--- src/hw/rtl/thrt_pkg.sv ---
package thrt_pkg;

    // Default width of the resistance input.
    localparam int RES_BITS_DEF = 24;

    // Number of squaring cells in the log chain (fraction bits of log2).
    localparam int LOG_STEPS = 28;

    // Number of quotient bits produced by the divider chain.
    localparam int DIV_STEPS = 17;

    // ln 2 in Q30.
    localparam logic [29:0] LN2_Q30 = 30'd744261118;

    // Saturation limits of the Horner accumulator, +-(2^62 - 1).
    localparam logic signed [63:0] ACC_POS = 64'sh3FFF_FFFF_FFFF_FFFF;
    localparam logic signed [63:0] ACC_NEG = 64'shC000_0000_0000_0001;

    // 100 * 2^40, the numerator of the reciprocal in centi-kelvin.
    localparam logic [62:0] CENTI_ONE_Q40 = 63'd109951162777600;

    // Offset from kelvin to Celsius and the output limits, in 0.01 degree.
    localparam logic signed [17:0] ZERO_C_CENTI = 18'sd27315;
    localparam logic signed [17:0] TEMP_MAX     = 18'sd32767;
    localparam logic signed [17:0] TEMP_MIN     = -18'sd27315;

    // Coefficient reset values.
    localparam logic signed [31:0] A0_RESET = 32'sd497421779;
    localparam logic signed [31:0] A1_RESET = 32'sd432627316;
    localparam logic signed [31:0] A2_RESET = -32'sd8402833;
    localparam logic signed [31:0] A3_RESET = 32'sd445145;

    // Register indexes on the configuration port.
    typedef enum logic [1:0] {
        REG_A0 = 2'd0,
        REG_A1 = 2'd1,
        REG_A2 = 2'd2,
        REG_A3 = 2'd3
    } t_reg_idx;

    // Control flags that travel with each item down the chain.
    typedef struct packed {
        logic valid;
        logic bad;
        logic ovf;
    } t_ctl;

endpackage

--- src/hw/rtl/thrt_log_cell.sv ---
module thrt_log_cell (
    input  logic                               i_clk,
    input  logic                               i_rst_n,
    input  logic                               i_en,
    input  thrt_pkg::t_ctl                     i_ctl,
    input  logic [31:0]                        i_mant,
    input  logic [thrt_pkg::LOG_STEPS-1:0]     i_frac,
    input  logic [4:0]                         i_exp,
    output thrt_pkg::t_ctl                     o_ctl,
    output logic [31:0]                        o_mant,
    output logic [thrt_pkg::LOG_STEPS-1:0]     o_frac,
    output logic [4:0]                         o_exp
);

    logic [63:0] square;
    logic [32:0] scaled;

    // Square the Q31 mantissa; a result of 2.0 or more yields a one bit.
    always_comb begin
        square = 64'(i_mant) * 64'(i_mant);
        scaled = square[63:31];
    end

    always_ff @(posedge i_clk) begin
        if (!i_rst_n) begin
            o_ctl <= '0;
        end else if (i_en) begin
            o_ctl <= i_ctl;
        end
    end

    always_ff @(posedge i_clk) begin
        if (i_en) begin
            o_mant <= scaled[32] ? scaled[32:1] : scaled[31:0];
            o_frac <= {i_frac[thrt_pkg::LOG_STEPS-2:0], scaled[32]};
            o_exp  <= i_exp;
        end
    end

endmodule

--- config.mk ---
export PLATFORM = sky130hd
export DESIGN_NAME = thrt_log_cell
export DESIGN_NICKNAME = d
export VERILOG_FILES = /design/src/hw/rtl/thrt_pkg.sv /design/src/hw/rtl/thrt_log_cell.sv
export SDC_FILE = /design/constraint.sdc
export NUM_CORES = 2
export LEC_CHECK = 0
export BUFFER_PORTS_ARGS = -buffer_cell sky130_fd_sc_hd__buf_2
export CAP_MARGIN = 10
export CORE_MARGIN = 4
export CORE_UTILIZATION = 30
export DETAILED_ROUTE_END_ITERATION = 8
export PLACE_DENSITY = 0.42
export SKIP_LAST_GASP = 1
export SLEW_MARGIN = 25
export SYNTH_ARGS = -nofsm -noshare
export SYNTH_HDL_FRONTEND = slang
export SYNTH_SLANG_ARGS = --single-unit
--- constraint.sdc ---
create_clock -name i_clk -period 11.24 [get_ports i_clk]
set_clock_uncertainty 0.15 [all_clocks]
set_input_delay 2.248 -clock i_clk [delete_from_list [all_inputs] [get_ports i_clk]]
set_output_delay 2.248 -clock i_clk [all_outputs]
set_load 0.05 [all_outputs]
==> run metrics <==
status=complete, no violations; Post-CTS Setup Inserts=0; # diodes=0; Tcrit/Tclk final=93.5%; Vias/cell=4.36; # rows=119; num ports=139; DR DRC count=0; FF-to-FF path depth=2; Max Slew Vio Count=0; Core ar.=105000 um^2; RSZ-0062 raised after global routing=no; Hold Path End=o_ctl[0]; Final #Nets=4546; Arrival @ worst endpoint=10.44 ns; initial antenna violation count=11; type of the tightest min-delay check=reg2reg; CTS root buf=clkbuf_16; CTS tree=yes; share of layout cells above drive strength 1=8.29%; Clk Latency, worst-skew pair=0.33 ns; area delta synth->final=9.04%; initial drt markers=881; Least-Margin Pin Slew=0.941 ns; Die Width=334 um; Worst Setup End Kind=flip-flop; Filler cells=11100; Post-CTS Hold Buffers=0; CTS Buffer Depth=2; post-synthesis mux area share=1.13%; WS Path Type=in2reg; Final GP Congestion=0.796; largest net degree at the start of global routing=69; adder-cell share of the synthesized area=61.5%; Max Cap Viol=0; worst r2r dst=o_ctl[2]; effective utilization at floorplan=30.2%; Syn Inst Count=3288; CP required=11.17 ns; R2R Setup Slk=10.50 ns; register area share after synthesis=6.32%; Reg clk slew, reported paths=0.06 ns; largest family of logic cells by synthesized area=adder cells; CTS H-tree depth=3; syn nets=4450; synthesized cell area=31800 um^2; Post-DRT Antenna Nets=0; Pre-antenna DRT Iters=5; Critical R2R Launch=o_ctl[2]; Inserted Clock Buffers=9; commonest non-fill, non-tap cells in the layout=inv_1 (982), fa_1 (791), ha_1 (300); xor/xnor share of the synthesized area=2.12%; worst relative slew slack=37.3%; Simple-Gate Fraction of Synth Area=10.9%; Worst Path Max Fanout=17; critical hold path startpoint=o_ctl[0]; total gr overflow=0; first-pass GRT wire length=142 mm; Mean Syn Cell Area=9.68 um^2; commonest non-fill, non-tap cell in the layout=inv_1; routed vias=20800; Synth async-reset ratio=0%; flops & latches, synth=68; hold path cells=2; # port buffers=137; Setup-failing EPs final=0; Fin. Hold Viols=0; GRT Util Overall=16.6%; Post-CTS Resized=0; startpoint types=primary input; Total Routed Length=89.2 mm; Distinct cells, synth=77; vias in the first global route=23900; YS warnings=0; minimum clock period=10.51 ns; Vert. Die Dim=334 um; final setup TNS=0 ns; complex-gate fraction of the synthesized area=4.85%; clock sink count=68; Post-synth top flop=edfxtp_1; Highest Clock Rate=0.0951 GHz; number of synthesized flops with an enable pin=65; area of the die=111000 um^2; post-DR wirelength/cell=18.7 um; DP HPWL=78.0 mm
[metrics by stage]
stage	std cells	instance area, um^2	util, %	setup slack [ns]	hold slack, ns
finish	4780	34700	33.0	0.730	0.364
global route	4780	34700	33.0	0.338	0.388
CTS	4780	34700	33.0	0.728	0.372
detailed placement	4764	34400	32.6	0.384	0.355
global placement	4764	34400	32.6	0.391	0.344
floorplan	3288	31800	-	1.49	0.593
[layout make-up]
cell class	instances	area, um^2	area share [%]
Clock buffer	9	225	0.649
Multi-Input combinational cell	2113	25600	73.9
Timing Repair Buffer	208	1280	3.69
Sequential cell	68	2010	5.80
Clock inverter	7	124	0.357
Tap cell	1391	1740	5.01
Inverter	984	3690	10.6
[per-layer routing]
| metal | global-route usage (%) | share of wire, % | vias up |
|---|---|---|---|
| met4 | 1.98 | 1.4 | 2 |
| met5 | 0 | 0.015 | - |
| li1 | - | - | 9844 |
| met2 | 30.0 | 52 | 240 |
| met1 | 22.2 | 44 | 10700 |
| met3 | 1.47 | 2.8 | 47 |
[sequential cells by signal, indices dropped and copies added (netlist names)]
register / flops
o_ctl: 3
o_mant: 32
o_frac: 28
o_exp: 5
[synth_stat cells, types with 4 or more instances]
cell type / instances / area (um^2)
fa_1: 791 / 15800
and2_1: 231 / 1450
and3_1: 7 / 43.8
o21bai_1: 17 / 128
nand2b_1: 7 / 43.8
mux2i_1: 13 / 130
nand4_1: 18 / 113
a21oi_1: 75 / 375
a211oi_1: 5 / 37.5
mux2_4: 10 / 150
mux2_2: 7 / 78.8
o21ai_1: 5 / 25.0
nand3_1: 18 / 90.1
o21ai_0: 27 / 135
buf_2: 6 / 30.0
ha_1: 300 / 3750
inv_1: 982 / 3690
xor2_1: 42 / 368
nand2_1: 292 / 1100
a2111oi_2: 5 / 75.1
o211ai_1: 4 / 30.0
edfxtp_1: 65 / 1950
a21o_1: 25 / 188
or2_2: 8 / 50.1
nor3_1: 9 / 45.0
xnor2_1: 35 / 307
o21a_1: 8 / 60.1
nor2_1: 62 / 233
nor2b_1: 11 / 68.8
a31oi_1: 11 / 68.8
a31o_2: 11 / 96.3
clkbuf_1: 110 / 413
[worst max-delay path, stage by stage]
cell	delay [ns]
buf_2	0.51
buf_4	0.34
and2_1	0.22
fa_1	0.46
fa_1	0.55
inv_1	0.06
fa_1	0.45
fa_1	0.42
inv_1	0.07
fa_1	0.45
fa_1	0.61
fa_1	0.46
fa_1	0.47
ha_1	0.40
a21oi_1	0.25
o21ai_0	0.27
a221o_1	0.35
a21oi_1	0.39
o22ai_1	0.19
a2111oi_2	0.45
o21a_1	0.27
o21ai_1	0.09
xor2_1	0.17
mux2_2	0.27
[kinds of logic (layout without fill, tap and decap cells)]
| kind of cell | after synthesis | after routing |
|---|---|---|
| buf+inv | 1107 | 1208 |
| fa+ha+maj | 1091 | 1091 |
| flops | 68 | 68 |
| mux | 30 | 30 |
| simple gates | 689 | 689 |
| xor+xnor | 77 | 77 |
| compound gates | 226 | 226 |
[how the worst max path moves through the flow]
stage / from / depth (start not counted) / slack (ns) / end
global placement: i_mant[9] / 24 / 0.39 / o_mant[30]
floorplan: i_mant[14] / 28 / 1.49 / o_mant[10]
detailed placement: i_mant[3] / 24 / 0.38 / o_mant[30]
finish: i_mant[9] / 24 / 0.73 / o_mant[30]
CTS: i_mant[9] / 24 / 0.73 / o_mant[30]
global route: i_mant[9] / 24 / 0.34 / o_mant[26]
Power is left out: the tool's default activity adds up to more than one toggle a clock period on the data nets, which glitch-free logic cannot reach.
