<file path="config.mk">
export PLATFORM = sky130hd
export DESIGN_NAME = thrt_div_cell
export DESIGN_NICKNAME = d
export VERILOG_FILES = /design/src/hw/rtl/thrt_pkg.sv /design/src/hw/rtl/thrt_div_cell.sv
export SDC_FILE = /design/constraint.sdc
export NUM_CORES = 1
export LEC_CHECK = 0
export BUFFER_PORTS_ARGS = -buffer_cell sky130_fd_sc_hd__buf_2
export CAP_MARGIN = 20
export CORE_MARGIN = 3
export CORE_UTILIZATION = 45
export DETAILED_ROUTE_END_ITERATION = 7
export PLACE_DENSITY = 0.82
export SYNTH_ARGS = -nofsm -noshare
export SYNTH_HDL_FRONTEND = slang
export SYNTH_SLANG_ARGS = --single-unit
</file>
<file path="constraint.sdc">
create_clock -name i_clk -period 2.7 [get_ports i_clk]
set_clock_uncertainty 0.15 [all_clocks]
set_input_delay 0.135 -clock i_clk [delete_from_list [all_inputs] [get_ports i_clk]]
set_output_delay 0.135 -clock i_clk [all_outputs]
set_load 0.05 [all_outputs]
</file>
<file path="src/hw/rtl/thrt_pkg.sv">
package thrt_pkg;

    // Default width of the resistance input.
    localparam int RES_BITS_DEF = 24;

    // Number of squaring cells in the log chain (fraction bits of log2).
    localparam int LOG_STEPS = 28;

    // Number of quotient bits produced by the divider chain.
    localparam int DIV_STEPS = 17;

    // ln 2 in Q30.
    localparam logic [29:0] LN2_Q30 = 30'd744261118;

    // Saturation limits of the Horner accumulator, +-(2^62 - 1).
    localparam logic signed [63:0] ACC_POS = 64'sh3FFF_FFFF_FFFF_FFFF;
    localparam logic signed [63:0] ACC_NEG = 64'shC000_0000_0000_0001;

    // 100 * 2^40, the numerator of the reciprocal in centi-kelvin.
    localparam logic [62:0] CENTI_ONE_Q40 = 63'd109951162777600;

    // Offset from kelvin to Celsius and the output limits, in 0.01 degree.
    localparam logic signed [17:0] ZERO_C_CENTI = 18'sd27315;
    localparam logic signed [17:0] TEMP_MAX     = 18'sd32767;
    localparam logic signed [17:0] TEMP_MIN     = -18'sd27315;

    // Coefficient reset values.
    localparam logic signed [31:0] A0_RESET = 32'sd497421779;
    localparam logic signed [31:0] A1_RESET = 32'sd432627316;
    localparam logic signed [31:0] A2_RESET = -32'sd8402833;
    localparam logic signed [31:0] A3_RESET = 32'sd445145;

    // Register indexes on the configuration port.
    typedef enum logic [1:0] {
        REG_A0 = 2'd0,
        REG_A1 = 2'd1,
        REG_A2 = 2'd2,
        REG_A3 = 2'd3
    } t_reg_idx;

    // Control flags that travel with each item down the chain.
    typedef struct packed {
        logic valid;
        logic bad;
        logic ovf;
    } t_ctl;

endpackage

</file>
<file path="src/hw/rtl/thrt_div_cell.sv">
module thrt_div_cell (
    input  logic                               i_clk,
    input  logic                               i_rst_n,
    input  logic                               i_en,
    input  thrt_pkg::t_ctl                     i_ctl,
    input  logic [62:0]                        i_rem,
    input  logic [78:0]                        i_div,
    input  logic [thrt_pkg::DIV_STEPS-1:0]     i_quo,
    output thrt_pkg::t_ctl                     o_ctl,
    output logic [62:0]                        o_rem,
    output logic [78:0]                        o_div,
    output logic [thrt_pkg::DIV_STEPS-1:0]     o_quo
);

    logic        fits;
    logic [78:0] diff;

    // One restoring step: subtract the shifted divisor where it fits.
    always_comb begin
        diff = {16'd0, i_rem} - i_div;
        fits = ({16'd0, i_rem} >= i_div);
    end

    always_ff @(posedge i_clk) begin
        if (!i_rst_n) begin
            o_ctl <= '0;
        end else if (i_en) begin
            o_ctl <= i_ctl;
        end
    end

    always_ff @(posedge i_clk) begin
        if (i_en) begin
            o_rem <= fits ? diff[62:0] : i_rem;
            o_div <= {1'b0, i_div[78:1]};
            o_quo <= {i_quo[thrt_pkg::DIV_STEPS-2:0], fits};
        end
    end

endmodule

</file>
==> results.sh <==
export IMPL_status="finished, violations left"
export IMPL_violations="setup timing"
export IMPL_cp_max_fo=5
export IMPL_yosys_most_used_dff="edfxtp_1"
export IMPL_ys_seq_area_share_pct=48.1
export IMPL_rsz0062_at_grt="true"
export IMPL_maxSlewViolCount=0
export IMPL_worstMarginPinSlew_ns=0.689
export IMPL_cellPowerDensity_mw_per_mm2=520
export IMPL_grt_max_degree=49
export IMPL_core_area_mm2=0.0214
export IMPL_syn_cell_area_mm2=0.0100
export IMPL_dp_hpwl_mm=26.2
export IMPL_r2r_slack_ns=1.39
export IMPL_dpl_cell_area_mm2=0.0138
export IMPL_drive_above_1_share_pct=40.7
export IMPL_wl_per_cell_um=19.1
export IMPL_fin_crit_ns=2.74
export IMPL_fillers=1414
export IMPL_grt_pass1_vias=11000
export IMPL_syn_nets=1246
export IMPL_tns_ns=-0.0464
export IMPL_tritoncts="done"
export IMPL_fin_crit_sh_pct=101
export IMPL_worstSetupPathType="primary input to register"
export IMPL_vdd_drop_max_uv=389
export IMPL_dr_pass1_iters=5
export IMPL_gp_congestion=0.919
export IMPL_dieWidth_um=155
export IMPL_portBuffers=324
export IMPL_ys_ff_latch=161
export IMPL_rows=53
export IMPL_hold_start="i_en"
export IMPL_setup_slack_ns=-0.0400
export IMPL_pin_count=327
export IMPL_dieArea_mm2=0.0240
export IMPL_reg2reg_to="o_ctl[0]$_SDFFE_PN0P_"
export IMPL_fin_nets=1959
export IMPL_final_common_cell="buf_2"
export IMPL_grt_ovfl_total=0
export IMPL_worstRegToRegCells=3
export IMPL_maxCapViolations=0
export IMPL_totalWireLength_mm=38.6
export IMPL_reg2reg_from="o_ctl[0]$_SDFFE_PN0P_"
export IMPL_worstSetupStartpoint="i_div[30]"
export IMPL_gr_usage_all_layers_pct=29.8
export IMPL_first_iter_violations=1024
export IMPL_fin_area_mm2=0.0165
export IMPL_synth_edf_count=158
export IMPL_finalHoldViolCount=0
export IMPL_hp_class="primary input to register"
export IMPL_whs_ns=0.0214
export IMPL_via_per_inst=5.47
export IMPL_worst_hold_path_endpoint="o_div[9]$_DFFE_PP_"
export IMPL_drcViolationCount=0
export IMPL_clkSlewWorstSetupHoldPaths_ns=0.07
export IMPL_regArea_mm2=0.00480
export IMPL_initial_utilization_pct=46.7
export IMPL_end_kind="register"
export IMPL_synth_cell_types=65
export IMPL_netlist_instances=1017
export IMPL_insertion_delay_ns=0.43
export IMPL_max_freq_mhz=365
export IMPL_dieHeight_um=155
export IMPL_required_ns=2.74
export IMPL_fin_cells=2019
export IMPL_ctsLongestPathBuffers=2
export IMPL_ys_warn_count=0
export IMPL_grt_pass1_wl_mm=57.7
export IMPL_setup_violations=2
export IMPL_numCtsBuffers=17
export IMPL_multi_input_area_mm2=0.00518
export IMPL_max_slew_margin_pct=53.6
export IMPL_antenna_found_initial=1
export IMPL_synthToLayoutAreaGrowth_pct=65.5
export IMPL_async_flop_share_pct=0
export IMPL_htreeDepth=4
export IMPL_cts_sinks=161
export IMPL_cp_start_kind="primary input"
export IMPL_arrival_ns=2.78
export IMPL_drtAntennaViolNets=0
export IMPL_whs_path_depth=1
export IMPL_synth_avg_cell_area_um2=9.83
export IMPL_dp_cells=1806
export IMPL_cts_root_buf="clkbuf_16"
export IMPL_p_leak_nw=7.56
export IMPL_final_cell_mix="buf_2, buf_4, dlygate4sd3_1"
export IMPL_vias=11000
==> area by class of cell <==
| class | instances | area share [%] |
|---|---|---|
| clock buffers | 17 | 2.57 |
| well taps | 275 | 2.08 |
| multi-input cells | 725 | 31.3 |
| inverters | 83 | 2.00 |
| clock inverters | 15 | 1.02 |
| diodes | 1 | 0.0151 |
| flip-flops and latches | 161 | 29.0 |
| repair buffers | 742 | 32.0 |
==> stage by stage <==
stage | setup WS (ns) | power, mW | util (%)
floorplan | -0.130 | 4.68 | -
global placement | -0.529 | 5.68 | 64.2
detailed placement | -0.701 | 5.73 | 64.2
CTS | -0.0119 | 8.41 | 75.0
global route | -0.152 | 8.90 | 77.3
finish | -0.0400 | 8.61 | 77.3
==> critical path, cell delays in order <==
cell and delay, ns:
buf_2 0.09, inv_1 0.10, ha_4 0.30, nand4_1 0.16, or2_4 0.28, or3_1 0.37, a211oi_1 0.21, a21oi_1 0.11
buf_4 0.16, o221ai_4 0.25, a21oi_1 0.15, a2111oi_2 0.38, o31ai_2 0.09
==> power by group <==
| part | switching, mW | internal, mW |
|---|---|---|
| combinational | 1.85 | 1.22 |
| sequential | 0.0546 | 2.96 |
| clock | 1.20 | 1.32 |
| total | 3.11 | 5.50 |
==> cells in the mapped netlist, types with 5 or more instances <==
master,instances,share of area [%]
buf_2,31,1.6
inv_1,83,3.1
a211oi_1,9,0.68
o21bai_1,15,1.1
nand2_1,125,4.7
xnor2_1,31,2.7
o21ai_1,5,0.25
and2_1,5,0.31
buf_4,5,0.38
nor2_1,47,1.8
nand3_1,19,0.95
nor3_1,11,0.55
o211ai_1,11,0.83
clkbuf_1,11,0.41
a21oi_1,90,4.5
and3_1,7,0.44
a21o_1,26,2.0
or2_2,5,0.31
edfxtp_1,158,47
nor4_1,12,0.75
a31oi_1,16,1.0
o21ai_0,97,4.9
xor2_1,24,2.1
ha_1,63,7.9
nand4_1,35,2.2
nor2b_1,6,0.38
==> state kept, by name, indices dropped and copies added, names as in the netlist <==
name,count
o_div,78
o_rem,63
o_quo,17
o_ctl,3
==> worst max-delay path by stage <==
stage	endpoint	slack, ns	cells past startpoint
floorplan	o_rem[56]$_DFFE_PP_	-0.13	13
global placement	o_rem[56]$_DFFE_PP_	-0.53	14
detailed placement	o_rem[56]$_DFFE_PP_	-0.70	14
CTS	o_rem[56]$_DFFE_PP_	-0.01	14
global route	o_rem[54]$_DFFE_PP_	-0.15	13
finish	o_rem[54]$_DFFE_PP_	-0.04	13
==> metal layers <==
metal | routed length, µm | global-route usage (%) | vias to the layer above | share of wire, %
li1 | - | - | 5160 | -
met1 | 15000 | 37.1 | 5234 | 39
met2 | 19400 | 51.9 | 557 | 50
met3 | 2990 | 5.45 | 93 | 7.7
met4 | 1330 | 10.8 | 0 | 3.4
met5 | 0 | 0 | - | 0
==> logic make-up after synthesis <==
family / synth area share, %
adder cells (fa/ha/maj): 8.09
AND/OR/NAND/NOR: 13.8
buffers and inverters: 5.68
flip-flops: 48.1
XOR/XNOR: 4.82
other: 0.0375
AO/OA/AOI/OAI: 18.9
multiplexers: 0.626
==> timing repair <==
item,in CTS,in global routing
endpoints found under the setup margin,16,63
hold endpoints to repair,159,0
resized for setup,22,84
hold buffers,160,0
buffers inserted,3,15
pin swaps,15,40
cloned,0,2
Power figures use the tool's default switching activity.
