## src/hw/rtl/thrt_pkg.sv

```systemverilog
package thrt_pkg;

    // Default width of the resistance input.
    localparam int RES_BITS_DEF = 24;

    // Number of squaring cells in the log chain (fraction bits of log2).
    localparam int LOG_STEPS = 28;

    // Number of quotient bits produced by the divider chain.
    localparam int DIV_STEPS = 17;

    // ln 2 in Q30.
    localparam logic [29:0] LN2_Q30 = 30'd744261118;

    // Saturation limits of the Horner accumulator, +-(2^62 - 1).
    localparam logic signed [63:0] ACC_POS = 64'sh3FFF_FFFF_FFFF_FFFF;
    localparam logic signed [63:0] ACC_NEG = 64'shC000_0000_0000_0001;

    // 100 * 2^40, the numerator of the reciprocal in centi-kelvin.
    localparam logic [62:0] CENTI_ONE_Q40 = 63'd109951162777600;

    // Offset from kelvin to Celsius and the output limits, in 0.01 degree.
    localparam logic signed [17:0] ZERO_C_CENTI = 18'sd27315;
    localparam logic signed [17:0] TEMP_MAX     = 18'sd32767;
    localparam logic signed [17:0] TEMP_MIN     = -18'sd27315;

    // Coefficient reset values.
    localparam logic signed [31:0] A0_RESET = 32'sd497421779;
    localparam logic signed [31:0] A1_RESET = 32'sd432627316;
    localparam logic signed [31:0] A2_RESET = -32'sd8402833;
    localparam logic signed [31:0] A3_RESET = 32'sd445145;

    // Register indexes on the configuration port.
    typedef enum logic [1:0] {
        REG_A0 = 2'd0,
        REG_A1 = 2'd1,
        REG_A2 = 2'd2,
        REG_A3 = 2'd3
    } t_reg_idx;

    // Control flags that travel with each item down the chain.
    typedef struct packed {
        logic valid;
        logic bad;
        logic ovf;
    } t_ctl;

endpackage

```

## src/hw/rtl/thrt_norm.sv

```systemverilog
module thrt_norm #(
    parameter int RESISTANCE_BITS = thrt_pkg::RES_BITS_DEF
) (
    input  logic                       i_clk,
    input  logic                       i_rst_n,
    input  logic                       i_en,
    input  logic                       i_valid,
    input  logic [RESISTANCE_BITS-1:0] i_res,
    output thrt_pkg::t_ctl             o_ctl,
    output logic [31:0]                o_mant,
    output logic [4:0]                 o_exp
);

    logic [4:0]  top_bit;
    logic [31:0] res_ext;

    // Find the top set bit; the last hit in the scan is the highest one.
    always_comb begin
        top_bit = 5'd0;
        for (int k = 0; k < RESISTANCE_BITS; k++) begin
            if (i_res[k]) begin
                top_bit = 5'(k);
            end
        end
        res_ext = 32'(i_res);
    end

    // Register the mantissa, aligned so that the top bit lands at bit 31.
    always_ff @(posedge i_clk) begin
        if (!i_rst_n) begin
            o_ctl <= '0;
        end else if (i_en) begin
            o_ctl.valid <= i_valid;
            o_ctl.bad   <= (i_res == '0);
            o_ctl.ovf   <= 1'b0;
        end
    end

    always_ff @(posedge i_clk) begin
        if (i_en) begin
            o_mant <= res_ext << (5'd31 - top_bit);
            o_exp  <= top_bit;
        end
    end

endmodule

```

## config.mk

```make
export PLATFORM = sky130hd
export DESIGN_NAME = thrt_norm
export DESIGN_NICKNAME = d
export VERILOG_FILES = /design/src/hw/rtl/thrt_pkg.sv /design/src/hw/rtl/thrt_norm.sv
export SDC_FILE = /design/constraint.sdc
export NUM_CORES = 1
export LEC_CHECK = 0
export BUFFER_PORTS_ARGS = -buffer_cell sky130_fd_sc_hd__buf_4
export CORE_AREA = 2 2 73 75
export CTS_CLUSTER_SIZE = 25
export DETAILED_ROUTE_END_ITERATION = 8
export DIE_AREA = 0 0 75 77
export PLACE_DENSITY_LB_ADDON = 0.15
export SYNTH_ARGS = -nofsm -noshare
export SYNTH_HDL_FRONTEND = slang
export SYNTH_SLANG_ARGS = --single-unit
```

## constraint.sdc

```tcl
create_clock -name i_clk -period 3.66 [get_ports i_clk]
set_clock_uncertainty 0.2 [all_clocks]
set_input_delay 0.732 -clock i_clk [delete_from_list [all_inputs] [get_ports i_clk]]
set_output_delay 0.732 -clock i_clk [all_outputs]
set_load 0.01 [all_outputs]
```

==> flow_summary.ini <==
[setup_path]
slowest_delay_ps = 370
timing.critical_path.fanout_max = 10
crit_type = input port to register
timing.critical_path.to_type = register
critPathSlowestCell = or3_1
worst_r2r_setup_slack_ps = 2830
worstSetupStartpointType = input port
required_ps = 3500
worst_path_most_repeated_cell = buf_4
reg2reg_depth = 2
worstReg2RegEnd = o_ctl[1]$_SDFFE_PN0P_
r2r-start = o_ctl[1]$_SDFFE_PN0P_
crit_path_cell_chain = buf_4, or3_1, a221oi_2, o21ai_2, a31oi_4, buf_4, mux2i_2, mux2i_4, a221oi_1, o21ai_1
worst_ep_arrival_time_ps = 3020

[synthesis]
synth_sequential_area_ratio_pct = 45.5
synth_ff_type = edfxtp_1
synth.cell_area_mm2 = 0.00253
synth.area.top_cells = edfxtp_1 44%, mux2i_1 13%, nor2_1 6.1%
synth_area_leader_cell = edfxtp_1
yosysWarnings = 0
synth_edf_count = 37
syn_avg_cell_area_um2 = 10.2
synth_cell_type_count = 52
postSynth.asyncResetShare_pct = 0
postSynthRegisterBits = 39
synth_top_area_share_pct = 44.0
post_synth_inst_count = 247

[routing]
final_routed_drc_violation_total = 0
detail_route.vias_per_cell = 5.57
drt_first_pass_iters = 4
route.antenna.remaining_nets = 0
drt-total-wl_mm = 6.19
drt_first_iter_violations = 177
routedWlPerCell_um = 15.4
route.vias.total = 2234

[sta]
rsz0062_at_grt = no
max_slew_margin_pct = 46.2
fin_crit_ps = 3180
report.final.hold_viol_count = 0
post-route-period-util_pct = 87.0
setup_tns_final_ps = 0
achievable-frequency_ghz = 0.314
post-route-worst-setup-slack_ps = 477
setup_viol = 0
drv_slew = 0
tightest_slew_ps = 802

[floorplanning]
initial_utilization_pct = 50.8
die_h_um = 77
num_rows = 26
floorplan.core_area_mm2 = 0.00498
num_io_pins = 68
floorplan.die.width_um = 75
design.die.area_mm2 = 0.00578

[cts]
cts.root.buffer_cell = clkbuf_8
cts_hold_buffers = 0
clock_buffers_created_by_tritoncts = 5
cts-root-to-sink-buffers = 2
clk_transition_reported_paths_ps = 80
clkSinkCount = 39
post_cts_resized = 0
clock_latency_ps = 290
clock_tree.htree_level_count = 2
post-cts-setup-buffer-count = 0
cts_tree = done

[worst_hold_path]
worst_hold_startpoint = o_ctl[1]$_SDFFE_PN0P_
hold-path-cell-count = 2
hold_path_end = o_ctl[1]$_SDFFE_PN0P_
worst_hold_path_class = register to register

[global_routing]
gr-usage-all-layers_pct = 22.5
maximum_number_of_pins_on_one_net_before_global_route_repair = 41
grt_pass1_wl_mm = 9.95
number_of_antenna_violations_at_the_first_check_in_global_routing = 0
number_of_global_route_vias_before_repair = 2057
overflow = 0

[pwr]
clockPowerShare_pct = 29.1
p_comb_share_pct = 26.1
switching_share_pct = 27.7
switchingPower_uw = 340
vdd_drop_max_mv = 0.163
p_int_uw = 890
cellLeakagePower_nw = 1.45
power_density_normalized_to_cell_area_mw_per_mm2 = 377
p_seq_share_pct = 44.8

[placement]
gpl.final_weighted_congestion = 0.909
place.detailed.hpwl_mm = 4.78
port-buffer-count = 66
placement.setup.worst_slack_ps = 187

[final_layout]
total_area_of_multi_input_combinational_cells_mm2 = 0.00129
antenna_cells = 0
nNetsFinal = 358
register_area_mm2 = 0.00115
final_layout_size_suffix_gt1_share_pct = 29.9
area_growth_syn_to_layout_pct = 29.1
fillCellCount = 407

[status]
run_status = completed

[run]
cap_violations = 0
[layout by cell type (no fill, tap or decap), types with 5 or more instances in the layout]
| cell type | instances |
|---|---|
| nor4_1 | 5 |
| inv_1 | 8 |
| mux2i_1 | 33 |
| a22oi_1 | 5 |
| nand2_1 | 17 |
| nor2_1 | 41 |
| conb_1 | 9 |
| o21ai_0 | 8 |
| nor2b_1 | 5 |
| clkbuf_8 | 5 |
| a21oi_1 | 12 |
| o21ai_1 | 7 |
| edfxtp_1 | 37 |
| a221oi_1 | 5 |
| buf_4 | 77 |
[cell usage after synthesis (2+ instances only)]
| cell type | number |
|---|---|
| a211oi_1 | 2 |
| a21oi_1 | 12 |
| a221oi_1 | 5 |
| a22oi_1 | 5 |
| a2bb2oi_1 | 2 |
| a311oi_1 | 2 |
| and2_1 | 2 |
| buf_2 | 3 |
| buf_4 | 3 |
| dfxtp_1 | 2 |
| edfxtp_1 | 37 |
| inv_1 | 8 |
| mux2i_1 | 33 |
| mux2i_2 | 3 |
| nand2_1 | 17 |
| nand2b_1 | 3 |
| nand3_1 | 2 |
| nor2_1 | 41 |
| nor2b_1 | 5 |
| nor3_1 | 3 |
| nor4_1 | 5 |
| o211ai_1 | 3 |
| o21ai_0 | 8 |
| o21ai_1 | 7 |
| o221ai_1 | 2 |
| o22ai_1 | 3 |
| o31ai_1 | 2 |
| or3_1 | 3 |
[worst max path at each step]
stage	slack [ps]	startpoint	endpoint	depth (start not counted)
finish	480	i_res[12]	o_mant[29]$_DFFE_PP_	10
floorplan	630	i_res[12]	o_mant[29]$_DFFE_PP_	9
CTS	500	i_res[12]	o_mant[29]$_DFFE_PP_	10
global placement	280	i_res[12]	o_mant[29]$_DFFE_PP_	10
detailed placement	190	i_res[12]	o_mant[29]$_DFFE_PP_	10
global route	350	i_res[12]	o_mant[29]$_DFFE_PP_	10
[through the flow]
| step | hold slack, ps | utilization, % | instance area [um^2] | total power, mW | instances |
|---|---|---|---|---|---|
| after global routing | 350 | 65.6 | 3260 | 1.29 | 401 |
| after CTS | 319 | 65.6 | 3260 | 1.23 | 401 |
| after detailed placement | 307 | 63.3 | 3150 | 0.881 | 393 |
| after floorplan | 297 | - | 2560 | 0.740 | 255 |
| after global placement | 273 | 63.3 | 3150 | 0.876 | 393 |
| final | 313 | 65.6 | 3260 | 1.23 | 401 |
[worst max-delay path: cells and delay by family]
kind,cells,cell delay (ps)
AO/OA/AOI/OAI,5,1120
multiplexers,2,450
AND/OR/NAND/NOR,1,370
buffers and inverters,2,340
[kinds of logic after synthesis]
kind of cell	Yosys count	share of synthesized area, %
simple gates	87	16.1
compound gates	63	17.6
flops	39	45.5
mux	38	16.0
buf+inv	19	4.55
other cells	1	0.148
[power groups by stage]
stage / combinational, mW / sequential, mW / clock, mW
3_3_place_gp: 0.314 / 0.562 / 0
3_5_place_dp: 0.319 / 0.562 / 0
6_report: 0.321 / 0.552 / 0.358
5_1_grt: 0.350 / 0.556 / 0.382
4_1_cts: 0.319 / 0.552 / 0.358
2_1_floorplan: 0.153 / 0.587 / 0
[area by class of cell]
type                       count  area share (%)
clock buffer                   5            2.11
timing repair buffer          77            17.7
tap                           70            2.68
clock inverter                 3            1.34
inverter                      10            1.30
sequential                    39            35.3
multi-input combinational    197            39.6
[registers in the layout, indices dropped and copies added, names as in the netlist]
signal	count
o_ctl	2
o_exp	5
o_mant	32
[per-layer routing]
layer | routed length, um | GRT usage, %
met4 | 104 | 9.46
met2 | 2940 | 33.7
met5 | 0 | 0
met3 | 450 | 3.15
met1 | 2690 | 32.3
Note: power is estimated with default switching activity, not from simulation.
